[src/hdl/nbrexp_pkg.sv]
// Shared types and constants for the neighbor expiry table.
// Used by every module of the block. No dependencies.
package nbrexp_pkg;

    localparam int TABLE_DEPTH_DEF = 16;
    localparam int TIME_BITS_DEF   = 32;

    localparam int OP_W       = 2;
    localparam int ADDR_W     = 8;
    localparam int IN_TIME_W  = 32;
    localparam int STATUS_W   = 2;
    localparam int OUT_TIME_W = 32;
    localparam int COUNT_W    = 5;

    typedef enum logic [OP_W-1:0] {
        OP_UPDATE = 2'd0,
        OP_LOOKUP = 2'd1,
        OP_REMOVE = 2'd2
    } op_t;

    typedef enum logic [STATUS_W-1:0] {
        STAT_OK         = 2'd0,
        STAT_NOT_FOUND  = 2'd1,
        STAT_TABLE_FULL = 2'd2
    } status_t;

    typedef enum logic [1:0] {
        S_IDLE,
        S_SUM,
        S_SCAN,
        S_APPLY
    } state_t;

    typedef enum logic {
        ALU_ADD,
        ALU_SUB
    } alu_op_t;

endpackage

[src/hdl/nbrexp_alu.sv]
// Shared add/subtract unit of the neighbor expiry table.
// Depends on nbrexp_pkg. On subtract, carry high means a >= b.
module nbrexp_alu #(
    parameter int TIME_BITS = nbrexp_pkg::TIME_BITS_DEF
) (
    input  nbrexp_pkg::alu_op_t  op,
    input  logic [TIME_BITS-1:0] a,
    input  logic [TIME_BITS-1:0] b,
    output logic [TIME_BITS-1:0] res,
    output logic                 carry
);
    import nbrexp_pkg::*;

    logic [TIME_BITS-1:0] b_eff;
    logic [TIME_BITS:0]   full;

    assign b_eff = (op == ALU_SUB) ? ~b : b;
    assign full  = {1'b0, a} + {1'b0, b_eff} + (TIME_BITS + 1)'(op == ALU_SUB);
    assign res   = full[TIME_BITS-1:0];
    assign carry = full[TIME_BITS];

endmodule

[src/hdl/nbrexp_mem.sv]
// Address and expiry storage of the neighbor expiry table.
// Depends on nbrexp_pkg. One write port, one read port with registered data.
module nbrexp_mem #(
    parameter int TABLE_DEPTH = nbrexp_pkg::TABLE_DEPTH_DEF,
    parameter int TIME_BITS   = nbrexp_pkg::TIME_BITS_DEF
) (
    input  logic                           clk,
    input  logic                           wr_en,
    input  logic [$clog2(TABLE_DEPTH)-1:0] wr_idx,
    input  logic [nbrexp_pkg::ADDR_W-1:0]  wr_address,
    input  logic [TIME_BITS-1:0]           wr_expiry,
    input  logic [$clog2(TABLE_DEPTH)-1:0] rd_idx,
    output logic [nbrexp_pkg::ADDR_W-1:0]  rd_address,
    output logic [TIME_BITS-1:0]           rd_expiry
);
    import nbrexp_pkg::*;

    logic [ADDR_W-1:0]    address_mem [TABLE_DEPTH];
    logic [TIME_BITS-1:0] expiry_mem  [TABLE_DEPTH];

    always_ff @(posedge clk)
    begin
        if (wr_en)
        begin
            address_mem[wr_idx] <= wr_address;
            expiry_mem[wr_idx]  <= wr_expiry;
        end
    end

    always_ff @(posedge clk)
    begin
        rd_address <= address_mem[rd_idx];
        rd_expiry  <= expiry_mem[rd_idx];
    end

endmodule

[src/hdl/nbrexp_ctrl.sv]
// Sequencer of the neighbor expiry table: valid bits, entry scan and result register.
// Depends on nbrexp_pkg; drives nbrexp_alu and nbrexp_mem.
module nbrexp_ctrl #(
    parameter int TABLE_DEPTH = nbrexp_pkg::TABLE_DEPTH_DEF,
    parameter int TIME_BITS   = nbrexp_pkg::TIME_BITS_DEF
) (
    input  logic                               clk,
    input  logic                               rst_n,
    input  logic                               in_valid,
    output logic                               in_stall,
    input  logic [nbrexp_pkg::OP_W-1:0]        operation,
    input  logic [nbrexp_pkg::ADDR_W-1:0]      neighbor_address,
    input  logic [nbrexp_pkg::IN_TIME_W-1:0]   lifetime,
    input  logic [nbrexp_pkg::IN_TIME_W-1:0]   current_time,
    output logic                               out_valid,
    input  logic                               out_stall,
    output logic [nbrexp_pkg::STATUS_W-1:0]    status,
    output logic                               found,
    output logic [nbrexp_pkg::OUT_TIME_W-1:0]  remaining_time,
    output logic [nbrexp_pkg::COUNT_W-1:0]     live_count,
    output nbrexp_pkg::alu_op_t                alu_op,
    output logic [TIME_BITS-1:0]               alu_a,
    output logic [TIME_BITS-1:0]               alu_b,
    input  logic [TIME_BITS-1:0]               alu_res,
    input  logic                               alu_carry,
    output logic [$clog2(TABLE_DEPTH)-1:0]     rd_idx,
    input  logic [nbrexp_pkg::ADDR_W-1:0]      rd_address,
    input  logic [TIME_BITS-1:0]               rd_expiry,
    output logic                               wr_en,
    output logic [$clog2(TABLE_DEPTH)-1:0]     wr_idx,
    output logic [nbrexp_pkg::ADDR_W-1:0]      wr_address,
    output logic [TIME_BITS-1:0]               wr_expiry
);
    import nbrexp_pkg::*;

    localparam int IDX_W = $clog2(TABLE_DEPTH);
    localparam int CNT_W = $clog2(TABLE_DEPTH + 1);
    localparam logic [IDX_W-1:0] LAST_IDX = IDX_W'(TABLE_DEPTH - 1);

    state_t                state_reg, state_next;
    logic [OP_W-1:0]       op_reg, op_next;
    logic [ADDR_W-1:0]     addr_reg, addr_next;
    logic [TIME_BITS-1:0]  now_reg, now_next;
    logic [TIME_BITS-1:0]  life_reg, life_next;
    logic [TIME_BITS-1:0]  target_reg, target_next;
    logic [TABLE_DEPTH-1:0] valid_reg, valid_next;
    logic [TABLE_DEPTH-1:0] expired_reg, expired_next;
    logic [IDX_W-1:0]      scan_idx_reg, scan_idx_next;
    logic                  hit_reg, hit_next;
    logic [IDX_W-1:0]      hit_idx_reg, hit_idx_next;
    logic [TIME_BITS-1:0]  hit_exp_reg, hit_exp_next;
    logic [TIME_BITS-1:0]  remain_reg, remain_next;
    logic                  free_found_reg, free_found_next;
    logic [IDX_W-1:0]      free_idx_reg, free_idx_next;
    logic [CNT_W-1:0]      pre_cnt_reg, pre_cnt_next;
    logic [CNT_W-1:0]      post_cnt_reg, post_cnt_next;
    logic                  out_valid_reg, out_valid_next;
    status_t               status_reg, status_next;
    logic                  found_reg, found_next;
    logic [OUT_TIME_W-1:0] remain_out_reg, remain_out_next;
    logic [CNT_W-1:0]      count_reg, count_next;

    logic go;
    logic entry_valid;
    logic expired;
    logic match;
    logic is_free;

    // The result register must be free before the table is changed.
    assign go          = !out_valid_reg || !out_stall;
    assign entry_valid = valid_reg[scan_idx_reg];
    assign expired     = entry_valid && !alu_carry;
    // An update matches an expired entry too; the other requests see the purged table.
    assign match       = entry_valid && (rd_address == addr_reg) &&
                         ((op_t'(op_reg) == OP_UPDATE) || !expired);
    assign is_free     = !entry_valid || expired;

    assign in_stall       = (state_reg != S_IDLE);
    assign out_valid      = out_valid_reg;
    assign status         = status_reg;
    assign found          = found_reg;
    assign remaining_time = remain_out_reg;
    assign live_count     = COUNT_W'(count_reg);

    always_comb
    begin
        state_next = state_reg;
        unique case (state_reg)
            S_IDLE:
            begin
                if (in_valid)
                    state_next = S_SUM;
            end
            S_SUM:
                state_next = S_SCAN;
            S_SCAN:
            begin
                if (scan_idx_reg == LAST_IDX)
                    state_next = S_APPLY;
            end
            S_APPLY:
            begin
                if (go)
                    state_next = S_IDLE;
            end
            default:
                state_next = S_IDLE;
        endcase
    end

    always_comb
    begin
        op_next         = op_reg;
        addr_next       = addr_reg;
        now_next        = now_reg;
        life_next       = life_reg;
        target_next     = target_reg;
        valid_next      = valid_reg;
        expired_next    = expired_reg;
        scan_idx_next   = scan_idx_reg;
        hit_next        = hit_reg;
        hit_idx_next    = hit_idx_reg;
        hit_exp_next    = hit_exp_reg;
        remain_next     = remain_reg;
        free_found_next = free_found_reg;
        free_idx_next   = free_idx_reg;
        pre_cnt_next    = pre_cnt_reg;
        post_cnt_next   = post_cnt_reg;
        out_valid_next  = out_valid_reg && out_stall;
        status_next     = status_reg;
        found_next      = found_reg;
        remain_out_next = remain_out_reg;
        count_next      = count_reg;

        alu_op     = ALU_SUB;
        alu_a      = rd_expiry;
        alu_b      = now_reg;
        rd_idx     = '0;
        wr_en      = 1'b0;
        wr_idx     = hit_idx_reg;
        wr_address = addr_reg;
        wr_expiry  = target_reg;

        unique case (state_reg)
            S_IDLE:
            begin
                if (in_valid)
                begin
                    op_next   = operation;
                    addr_next = neighbor_address;
                    now_next  = TIME_BITS'(current_time);
                    life_next = TIME_BITS'(lifetime);
                end
            end
            S_SUM:
            begin
                alu_op          = ALU_ADD;
                alu_a           = now_reg;
                alu_b           = life_reg;
                target_next     = alu_carry ? '1 : alu_res;
                expired_next    = '0;
                scan_idx_next   = '0;
                hit_next        = 1'b0;
                free_found_next = 1'b0;
                pre_cnt_next    = '0;
                post_cnt_next   = '0;
            end
            S_SCAN:
            begin
                // Memory read data is registered, so fetch the next entry now.
                rd_idx                     = scan_idx_reg + IDX_W'(1);
                expired_next[scan_idx_reg] = expired;
                pre_cnt_next  = pre_cnt_reg + CNT_W'(entry_valid);
                post_cnt_next = post_cnt_reg + CNT_W'(entry_valid && !expired);
                if (match && !hit_reg)
                begin
                    hit_next     = 1'b1;
                    hit_idx_next = scan_idx_reg;
                    hit_exp_next = rd_expiry;
                    remain_next  = alu_res;
                end
                if (is_free && !free_found_reg)
                begin
                    free_found_next = 1'b1;
                    free_idx_next   = scan_idx_reg;
                end
                scan_idx_next = scan_idx_reg + IDX_W'(1);
            end
            S_APPLY:
            begin
                alu_a = hit_exp_reg;
                alu_b = target_reg;
                if (go)
                begin
                    out_valid_next  = 1'b1;
                    status_next     = STAT_OK;
                    found_next      = 1'b0;
                    remain_out_next = '0;
                    count_next      = post_cnt_reg;
                    unique case (op_t'(op_reg))
                        OP_UPDATE:
                        begin
                            if (hit_reg)
                            begin
                                found_next = 1'b1;
                                count_next = pre_cnt_reg;
                                // Only move the expiry later.
                                wr_en = !alu_carry;
                            end
                            else
                            begin
                                valid_next = valid_reg & ~expired_reg;
                                if (free_found_reg)
                                begin
                                    valid_next[free_idx_reg] = 1'b1;
                                    wr_en      = 1'b1;
                                    wr_idx     = free_idx_reg;
                                    found_next = 1'b1;
                                    count_next = post_cnt_reg + CNT_W'(1);
                                end
                                else
                                    status_next = STAT_TABLE_FULL;
                            end
                        end
                        OP_LOOKUP:
                        begin
                            valid_next = valid_reg & ~expired_reg;
                            if (hit_reg)
                            begin
                                found_next      = 1'b1;
                                remain_out_next = OUT_TIME_W'(remain_reg);
                            end
                            else
                                status_next = STAT_NOT_FOUND;
                        end
                        OP_REMOVE:
                        begin
                            valid_next = valid_reg & ~expired_reg;
                            if (hit_reg)
                            begin
                                valid_next[hit_idx_reg] = 1'b0;
                                found_next = 1'b1;
                                count_next = post_cnt_reg - CNT_W'(1);
                            end
                            else
                                status_next = STAT_NOT_FOUND;
                        end
                        default:
                            count_next = pre_cnt_reg;
                    endcase
                end
            end
            default:
            begin
                rd_idx = '0;
            end
        endcase
    end

    always_ff @(posedge clk or negedge rst_n)
    begin
        if (!rst_n)
        begin
            state_reg     <= S_IDLE;
            valid_reg     <= '0;
            out_valid_reg <= 1'b0;
        end
        else
        begin
            state_reg     <= state_next;
            valid_reg     <= valid_next;
            out_valid_reg <= out_valid_next;
        end
    end

    always_ff @(posedge clk)
    begin
        op_reg         <= op_next;
        addr_reg       <= addr_next;
        now_reg        <= now_next;
        life_reg       <= life_next;
        target_reg     <= target_next;
        expired_reg    <= expired_next;
        scan_idx_reg   <= scan_idx_next;
        hit_reg        <= hit_next;
        hit_idx_reg    <= hit_idx_next;
        hit_exp_reg    <= hit_exp_next;
        remain_reg     <= remain_next;
        free_found_reg <= free_found_next;
        free_idx_reg   <= free_idx_next;
        pre_cnt_reg    <= pre_cnt_next;
        post_cnt_reg   <= post_cnt_next;
        status_reg     <= status_next;
        found_reg      <= found_next;
        remain_out_reg <= remain_out_next;
        count_reg      <= count_next;
    end

    a_count_bound: assert property (@(posedge clk) disable iff (!rst_n)
        out_valid_reg |-> (count_reg <= CNT_W'(TABLE_DEPTH)))
        else $error("live count above table depth");

    a_found_ok: assert property (@(posedge clk) disable iff (!rst_n)
        (out_valid_reg && found_reg) |-> (status_reg == STAT_OK))
        else $error("found set with an error status");

    a_apply_result: assert property (@(posedge clk) disable iff (!rst_n)
        (state_reg == S_APPLY && go) |=> (out_valid_reg && state_reg == S_IDLE))
        else $error("result not loaded when request finished");

    a_scan_start: assert property (@(posedge clk) disable iff (!rst_n)
        (state_reg == S_SUM) |=> (state_reg == S_SCAN && scan_idx_reg == '0))
        else $error("scan did not start at the first entry");

    a_remain_miss: assert property (@(posedge clk) disable iff (!rst_n)
        (out_valid_reg && !found_reg) |-> (remain_out_reg == '0))
        else $error("remaining time on a miss");

endmodule

[src/hdl/neighbor_expiry_table_top.sv]
// Top level of the neighbor expiry table.
// Depends on nbrexp_pkg, nbrexp_alu, nbrexp_mem and nbrexp_ctrl.
//
//  Channel  Handshake            Payload
//  in       in_valid / in_stall  operation, neighbor_address, lifetime, current_time
//  out      out_valid/ out_stall status, found, remaining_time, live_count
//
// Each request passes through the lifetime add, a scan of every entry through the single
// memory read port and subtractor, and a final step that applies the change and loads the
// result register. in_stall drops only when the block returns to idle after that, so a new
// request is not taken until the previous one has loaded its result.
// A held result delays only the final cycle of the next request.
// Reset clears all valid bits at once; no clearing pass is needed.
module neighbor_expiry_table_top #(
    parameter int TABLE_DEPTH = nbrexp_pkg::TABLE_DEPTH_DEF,
    parameter int TIME_BITS   = nbrexp_pkg::TIME_BITS_DEF
) (
    input  logic                              clk,
    input  logic                              rst_n,
    input  logic                              in_valid,
    output logic                              in_stall,
    input  logic [nbrexp_pkg::OP_W-1:0]       operation,
    input  logic [nbrexp_pkg::ADDR_W-1:0]     neighbor_address,
    input  logic [nbrexp_pkg::IN_TIME_W-1:0]  lifetime,
    input  logic [nbrexp_pkg::IN_TIME_W-1:0]  current_time,
    output logic                              out_valid,
    input  logic                              out_stall,
    output logic [nbrexp_pkg::STATUS_W-1:0]   status,
    output logic                              found,
    output logic [nbrexp_pkg::OUT_TIME_W-1:0] remaining_time,
    output logic [nbrexp_pkg::COUNT_W-1:0]    live_count
);
    import nbrexp_pkg::*;

    localparam int IDX_W = $clog2(TABLE_DEPTH);

    alu_op_t              alu_op;
    logic [TIME_BITS-1:0] alu_a;
    logic [TIME_BITS-1:0] alu_b;
    logic [TIME_BITS-1:0] alu_res;
    logic                 alu_carry;
    logic [IDX_W-1:0]     rd_idx;
    logic [ADDR_W-1:0]    rd_address;
    logic [TIME_BITS-1:0] rd_expiry;
    logic                 wr_en;
    logic [IDX_W-1:0]     wr_idx;
    logic [ADDR_W-1:0]    wr_address;
    logic [TIME_BITS-1:0] wr_expiry;

    nbrexp_alu #(
        .TIME_BITS(TIME_BITS)
    ) u_alu (
        .op    (alu_op),
        .a     (alu_a),
        .b     (alu_b),
        .res   (alu_res),
        .carry (alu_carry)
    );

    nbrexp_mem #(
        .TABLE_DEPTH(TABLE_DEPTH),
        .TIME_BITS  (TIME_BITS)
    ) u_mem (
        .clk        (clk),
        .wr_en      (wr_en),
        .wr_idx     (wr_idx),
        .wr_address (wr_address),
        .wr_expiry  (wr_expiry),
        .rd_idx     (rd_idx),
        .rd_address (rd_address),
        .rd_expiry  (rd_expiry)
    );

    nbrexp_ctrl #(
        .TABLE_DEPTH(TABLE_DEPTH),
        .TIME_BITS  (TIME_BITS)
    ) u_ctrl (
        .clk              (clk),
        .rst_n            (rst_n),
        .in_valid         (in_valid),
        .in_stall         (in_stall),
        .operation        (operation),
        .neighbor_address (neighbor_address),
        .lifetime         (lifetime),
        .current_time     (current_time),
        .out_valid        (out_valid),
        .out_stall        (out_stall),
        .status           (status),
        .found            (found),
        .remaining_time   (remaining_time),
        .live_count       (live_count),
        .alu_op           (alu_op),
        .alu_a            (alu_a),
        .alu_b            (alu_b),
        .alu_res          (alu_res),
        .alu_carry        (alu_carry),
        .rd_idx           (rd_idx),
        .rd_address       (rd_address),
        .rd_expiry        (rd_expiry),
        .wr_en            (wr_en),
        .wr_idx           (wr_idx),
        .wr_address       (wr_address),
        .wr_expiry        (wr_expiry)
    );

endmodule
[config.mk]
export PLATFORM = sky130hd
export DESIGN_NAME = neighbor_expiry_table_top
export DESIGN_NICKNAME = d
export VERILOG_FILES = /design/src/hdl/nbrexp_pkg.sv /design/src/hdl/nbrexp_alu.sv /design/src/hdl/nbrexp_mem.sv /design/src/hdl/nbrexp_ctrl.sv /design/src/hdl/neighbor_expiry_table_top.sv
export SDC_FILE = /design/constraint.sdc
export NUM_CORES = 1
export LEC_CHECK = 0
export CORE_ASPECT_RATIO = 0.7
export CORE_UTILIZATION = 60
export DETAILED_ROUTE_END_ITERATION = 8
export DONT_BUFFER_PORTS = 1
export PLACE_DENSITY = 0.76
export RECOVER_POWER = 100
export SYNTH_ARGS = -nofsm -noshare
export SYNTH_HDL_FRONTEND = slang
export SYNTH_SLANG_ARGS = --single-unit
[constraint.sdc]
create_clock -name clk -period 8.9 [get_ports clk]
set_clock_uncertainty 0.2 [all_clocks]
set_input_delay 1.78 -clock clk [delete_from_list [all_inputs] [get_ports clk]]
set_output_delay 1.78 -clock clk [all_outputs]
set_load 0.1 [all_outputs]
Yosys cells after proc, flatten, opt, wreduce, memory -nomap -nowiden

Memories as Yosys holds them, arrays and structs flattened. A register that Yosys moved wholly into a read port is not among the register bits.
Index checks and enable logic that the tools add are counted.

Register bits after elaboration: 269
RAM bits: 640
Input bits: 78
Memories kept: 2

Add/sub/neg operators: 7
$lt $le $gt $ge: 6
Equality and inequality tests: 13
Muxes and demuxes: 55
Bitwise gates (word level): 6
Reductions and logical operators: 35

Memories:

| memory            | words | bits a word | rd ports | clocked after memory_dff | write ports | line             | text |
|---|---|---|---|---|---|---|---|
| u_mem.expiry_mem  | 16    | 32          | 1        | 1                        | 1           | nbrexp_mem.sv:19 | `logic [TIME_BITS-1:0] expiry_mem [TABLE_DEPTH];` |
| u_mem.address_mem | 16    | 8           | 1        | 1                        | 1           | nbrexp_mem.sv:18 | `logic [ADDR_W-1:0] address_mem [TABLE_DEPTH];` |

Operator list:

| cell               | number |
|---|---|
| $pmux 32 s2        | 2 |
| $mux 16            | 3 |
| $pmux 16 s3        | 1 |
| $add 32x32->33     | 1 |
| $add 33x1->33      | 1 |
| $and 16x16->16     | 2 |
| $mux 32            | 1 |
| $not 16->16        | 2 |
| $not 32->32        | 1 |
| $pmux 16 s2        | 1 |
| $mux 4             | 6 |
| $pmux 5 s2         | 2 |
| $mux 1             | 19 |
| $bwmux 16          | 1 |
| $or 16x16->16      | 1 |
| $lt 4x5->1 const B | 3 |
| $mux 5             | 3 |
| $pmux 5 s3         | 1 |
| $reduce_and 2->1   | 7 |
| $demux 1 s4        | 3 |
| $ge 4x1->1 const B | 3 |
| $add 5x1->5        | 2 |
| $logic_and 1x1->1  | 10 |
| $mux 2             | 5 |
| 22 further kinds   | 41 |

Longest topological paths before layout

Depth after elaboration: 14
Mapped depth: 22
Mapped depth without buffers: 18

By module

Synthesis repeated with hierarchy kept, for this count alone.

Cell total of the unflattened synthesis: 2219
Area total of the unflattened synthesis: 38737.2 um2

By module, submodules not included:

| module      | instances | cells an instance | area each (um2) | sequential area each (um2) |
|---|---|---|---|---|
| nbrexp_mem  | 1         | 1040              | 25131.6         | 20019.2 |
| nbrexp_ctrl | 1         | 879               | 11504.8         | 7982.7 |
| nbrexp_alu  | 1         | 300               | 2100.8          | 0.0 |

Worst setup path after synthesis

Ideal clock, no wire load.

Path kind: register to register
Start: register u_ctrl.state_reg[1]
End: memory u_mem.address_mem[10][0] (enable)
Arrival time: 6.086 ns
Required time: 8.263 ns
Setup slack: 2.177 ns
Cell stages (with the launch flop): 17
Clock period less this slack: 6.723 ns
Cells stage by stage: dfrtp_1 > inv_1 > ha_1 > clkbuf_1 > buf_1 > clkbuf_1 > o21ai_0 > o31ai_1 > ha_1 > a211o_1 > a2111oi_4 > o21ai_2 > o21ai_4 > nand3_4 > a211oi_2 > a32oi_1 > nor2_1

Cells in the longest elaborated chain, start to end: 13
Elaborated cells on any way between the ends: 17
Classes of those cells: add/sub (2); eq/ne (2); mux (11); bitwise (1); reduce/logical (1)

RTL lines:

| item                                            | line               | text |
|---|---|---|
| from (decl)                                     | nbrexp_ctrl.sv:40  | `state_t state_reg, state_next;` |
| from (signal assigned)                          | nbrexp_ctrl.sv:270 | `state_reg <= state_next;` |
| $eq 2x2->1 / $eq 2x1->1 (equally long branches) | nbrexp_ctrl.sv:144 | `unique case (state_reg)` |
| $pmux 32 s2                                     | nbrexp_ctrl.sv:144 |  |
| $not 32->32                                     | nbrexp_alu.sv:17   | `assign b_eff = (op == ALU_SUB) ? ~b : b;` |
| $mux 32                                         | nbrexp_alu.sv:17   |  |
| $add 32x32->33                                  | nbrexp_alu.sv:18   | `assign full = {1'b0, a} + {1'b0, b_eff} + (TIME_BITS + 1)'(op == ALU_SUB);` |
| $add 33x1->33                                   | nbrexp_alu.sv:18   |  |
| $logic_not 1->1                                 | nbrexp_ctrl.sv:208 | `wr_en = !alu_carry;` |
| $mux 1                                          | nbrexp_ctrl.sv:203 | `if (hit_reg)` |
| $mux 1                                          | nbrexp_ctrl.sv:200 | `unique case (op_t'(op_reg))` |
| $mux 1                                          | nbrexp_ctrl.sv:193 | `if (go)` |
| $mux 1                                          | nbrexp_ctrl.sv:144 |  |
| $mux 1                                          | nbrexp_mem.sv:23   | `if (wr_en)` |
| $mux 1 (not written as such)                    | nbrexp_mem.sv:25   | `address_mem[wr_idx] <= wr_address;` |
| to (decl)                                       | nbrexp_mem.sv:18   |  |

Parallel ways exist; a longest one is shown, timed or not.

Worst setup path after layout

Start: register u_ctrl.state_reg[1]
End: memory u_mem.expiry_mem[12][25] in the netlist's numbering (enable)

Cells in the longest elaborated chain, start to end: 13
Elaborated cells on any way between the ends: 17
Classes of those cells: add/sub (2); eq/ne (2); mux (11); bitwise (1); reduce/logical (1)

RTL lines:

| item                                            | line               | text |
|---|---|---|
| $eq 2x2->1 / $eq 2x1->1 (equally long branches) | nbrexp_ctrl.sv:144 |  |
| $pmux 32 s2                                     | nbrexp_ctrl.sv:144 |  |
| $not 32->32                                     | nbrexp_alu.sv:17   |  |
| $mux 32                                         | nbrexp_alu.sv:17   |  |
| $add 32x32->33                                  | nbrexp_alu.sv:18   |  |
| $add 33x1->33                                   | nbrexp_alu.sv:18   |  |
| $logic_not 1->1                                 | nbrexp_ctrl.sv:208 |  |
| $mux 1                                          | nbrexp_ctrl.sv:203 |  |
| $mux 1                                          | nbrexp_ctrl.sv:200 |  |
| $mux 1                                          | nbrexp_ctrl.sv:193 |  |
| $mux 1                                          | nbrexp_ctrl.sv:144 |  |
| $mux 1                                          | nbrexp_mem.sv:23   |  |
| $mux 1 (not written as such)                    | nbrexp_mem.sv:26   | `expiry_mem[wr_idx] <= wr_expiry;` |
| to (decl)                                       | nbrexp_mem.sv:19   |  |

Parallel ways exist; a longest one is shown, timed or not.

==> metrics.csv <==
metric,value,unit
die width,308,um
Worst-Margin Slew,3.79,ns
Inserted Clock Buffers,85,
GRT Resource Usage Total,27.8,%
Vias,22800,
postcts setup bufs,0,
Pre-Repair DR Iteration Count,6,
"Reg clk slew, reported paths",0.07,ns
initial core utilization,60.7,%
Synth async-reset ratio,2.00,%
Unique masters post-synth,65,
switching share of power,38.8,%
Regs by FF count,"u_mem.expiry_mem (512), u_mem.address_mem (128)",
core region area,0.0649,mm^2
worst skew pair latency,0.65,ns
"top cells by count, synth","edfxtp_1, nand2_1, mux2i_1",
Crit Path Max Fanout,74,
Max Fclk,129,MHz
I/O Pins,120,
final slew viol count,567,
CP Capture Type,flop,
failing checks,"max-capacitance violations, max-slew violations",
first-pass GRT wire length,139,mm
Resize count post-CTS,0,
Routed WL,91.7,mm
post-synthesis cell area,0.0394,mm^2
maxcap violations,13,
fin crit share,87.2,%
number of remaining DRC errors,0,
clock sink count,949,
HPWL Detailed,56.0,mm
"top cells by area, synth","edfxtp_1, mux2i_1, nand2_1",
# setup viols final,0,
Max Root-Sink Buffers,3,
run status,"complete, but fails checks",
vias in the first global route,22400,
#FFs+latches synth,949,
Final Hold Viols,0,
"Seq/Total Area, Yosys",71.0,%
average size of a mapped cell,14.9,um^2
PwrDens,402,mW/mm^2
Die Height,216,um
Final min period,7.76,ns
biggest area consumer among synthesized cells,edfxtp_1,
RSZ-0062 raised after global routing,no,
hold_buf cts,0,
Syn Inst Count,2653,
post-route ant nets,0,
antenna violations before repair,0,
die footprint,0.0667,mm^2
Yosys top cell area share,67.8,%
Area Overhead vs Synth,9.43,%
"count leader, synth",edfxtp_1,
# H-tree levels,3,
Internal,10600,uW
startpoint types,flop,
largest net degree at the start of global routing,96,
critical path arrival,7.85,ns
Sequential Power Share,42.4,%
GRT overflow,0,
max FFs per register,512,
slew margin rel.,-153,%
logic gate share of total power,35.8,%
setup TNS,0,ns
CTS Root Cell,clkbuf_16,
initial DRC count,2564,
Switch Pwr,6720,uW
required time of the worst setup path,8.99,ns
cell leakage power,0.0144,uW
Via density,6.39,
share of layout cells above drive strength 1,8.98,%
# diodes,0,
Routed WL per cell,25.6,um
worst hold slack,0.245,ns
hold crit path type,flop to flop,
"Most flops, register",u_mem.expiry_mem,
ys flop type,edfxtp_1,
critical path class,flop to flop,
YS warnings,0,
Post-synth EDFFs,890,
VDD IR max,0.280,mV
Row Count,78,
final RePlAce weighted congestion,0.933,
Mapped Nets,2782,
port bufs,0,
CTS tree,built,
clock share of power,21.8,%
Final nets,2755,
==> cell type report <==
type	instances	area (um^2)
well taps	880	1100
clock buffers	112	2400
clock inverters	45	467
flip-flops and latches	949	28000
repair buffers	42	251
inverters	34	133
multi-input cells	1514	10800
fillers	4381	21800
==> critical path: stages, from the launching register on <==
cell,delay [ns]
dfrtp_1,0.43
inv_1,0.18
ha_4,0.68
nor2_2,0.07
clkbuf_1,0.69
a22oi_1,0.41
nand2_1,0.14
fa_1,0.46
a211o_1,0.32
a2111oi_4,0.42
o21ai_2,0.22
o21ai_4,0.23
nand3_4,0.13
a211oi_2,0.64
a22oi_1,0.40
nor2_1,1.10
buf_4,0.58
==> stage by stage <==
stage | area (um^2) | util (%) | total power (uW) | setup slack (ns) | std cells
after floorplan | 39400 | - | 11400 | 2.18 | 2653
after global routing | 43100 | 66.5 | 18100 | 0.854 | 3576
after detailed placement | 40400 | 62.2 | 13500 | 2.03 | 3419
final | 43100 | 66.5 | 17300 | 1.14 | 3576
after global placement | 40400 | 62.2 | 13400 | 2.15 | 3419
after CTS | 43300 | 66.7 | 17300 | 2.02 | 3576
==> kinds of logic (layout without fill, tap and decap cells) <==
family | count (synthesis) | after routing | share of synthesized area, %
mux | 212 | 212 | 6.81
flops | 949 | 949 | 71.0
xor+xnor | 48 | 48 | 1.07
fa+ha+maj | 51 | 51 | 1.64
buf+inv | 190 | 233 | 1.92
compound gates | 511 | 511 | 8.85
simple gates | 692 | 692 | 8.68
==> path summary, 6_finish.rpt <==
path                       cells after the start           startpoint                        to  slack (ns)
setup / recovery                              16  u_ctrl.state_reg[1]  u_mem.expiry_mem[12][25]        1.14
hold / removal                                 0  u_mem.rd_expiry[29]    u_ctrl.hit_exp_reg[29]        0.25
setup reg to reg                              16  u_ctrl.state_reg[1]  u_mem.expiry_mem[12][25]        1.14
hold reg to reg                                0  u_mem.rd_expiry[29]    u_ctrl.hit_exp_reg[29]        0.25
max in group asynchronous                      0                rst_n          u_ctrl.out_valid        7.79
min in group asynchronous                      0                rst_n       u_ctrl.state_reg[1]        0.62
==> cells in the final DEF (no fill, tap or decap), types with 49 or more instances in the layout <==
cell	n
a211oi_1	83
a21oi_1	96
a311oi_1	80
and2_1	116
clkbuf_16	90
edfxtp_1	890
mux2i_1	167
nand2_1	285
nor3_1	49
o21ai_0	108
==> routing by layer <==
metal  part of all wire (%)  wire length, um  vias up  GRT usage, %
met5                      0                0        -             0
met4                    2.5             2260        0          7.76
met3                    7.5             6900      153          3.79
met2                     48            43700     1032          43.9
met1                     42            38800    11500          41.0
li1                       -                -    10100             -
==> power by group through the flow <==
stage / Clock, uW / Sequential [uW] / Combinational [uW]
6_report: 3780 / 7350 / 6200
5_1_grt: 3970 / 7410 / 6740
4_1_cts: 3820 / 7320 / 6190
3_5_place_dp: 0 / 7400 / 6140
3_3_place_gp: 0 / 7370 / 6060
2_1_floorplan: 0 / 6980 / 4460
Power figures use the tool's default switching activity.
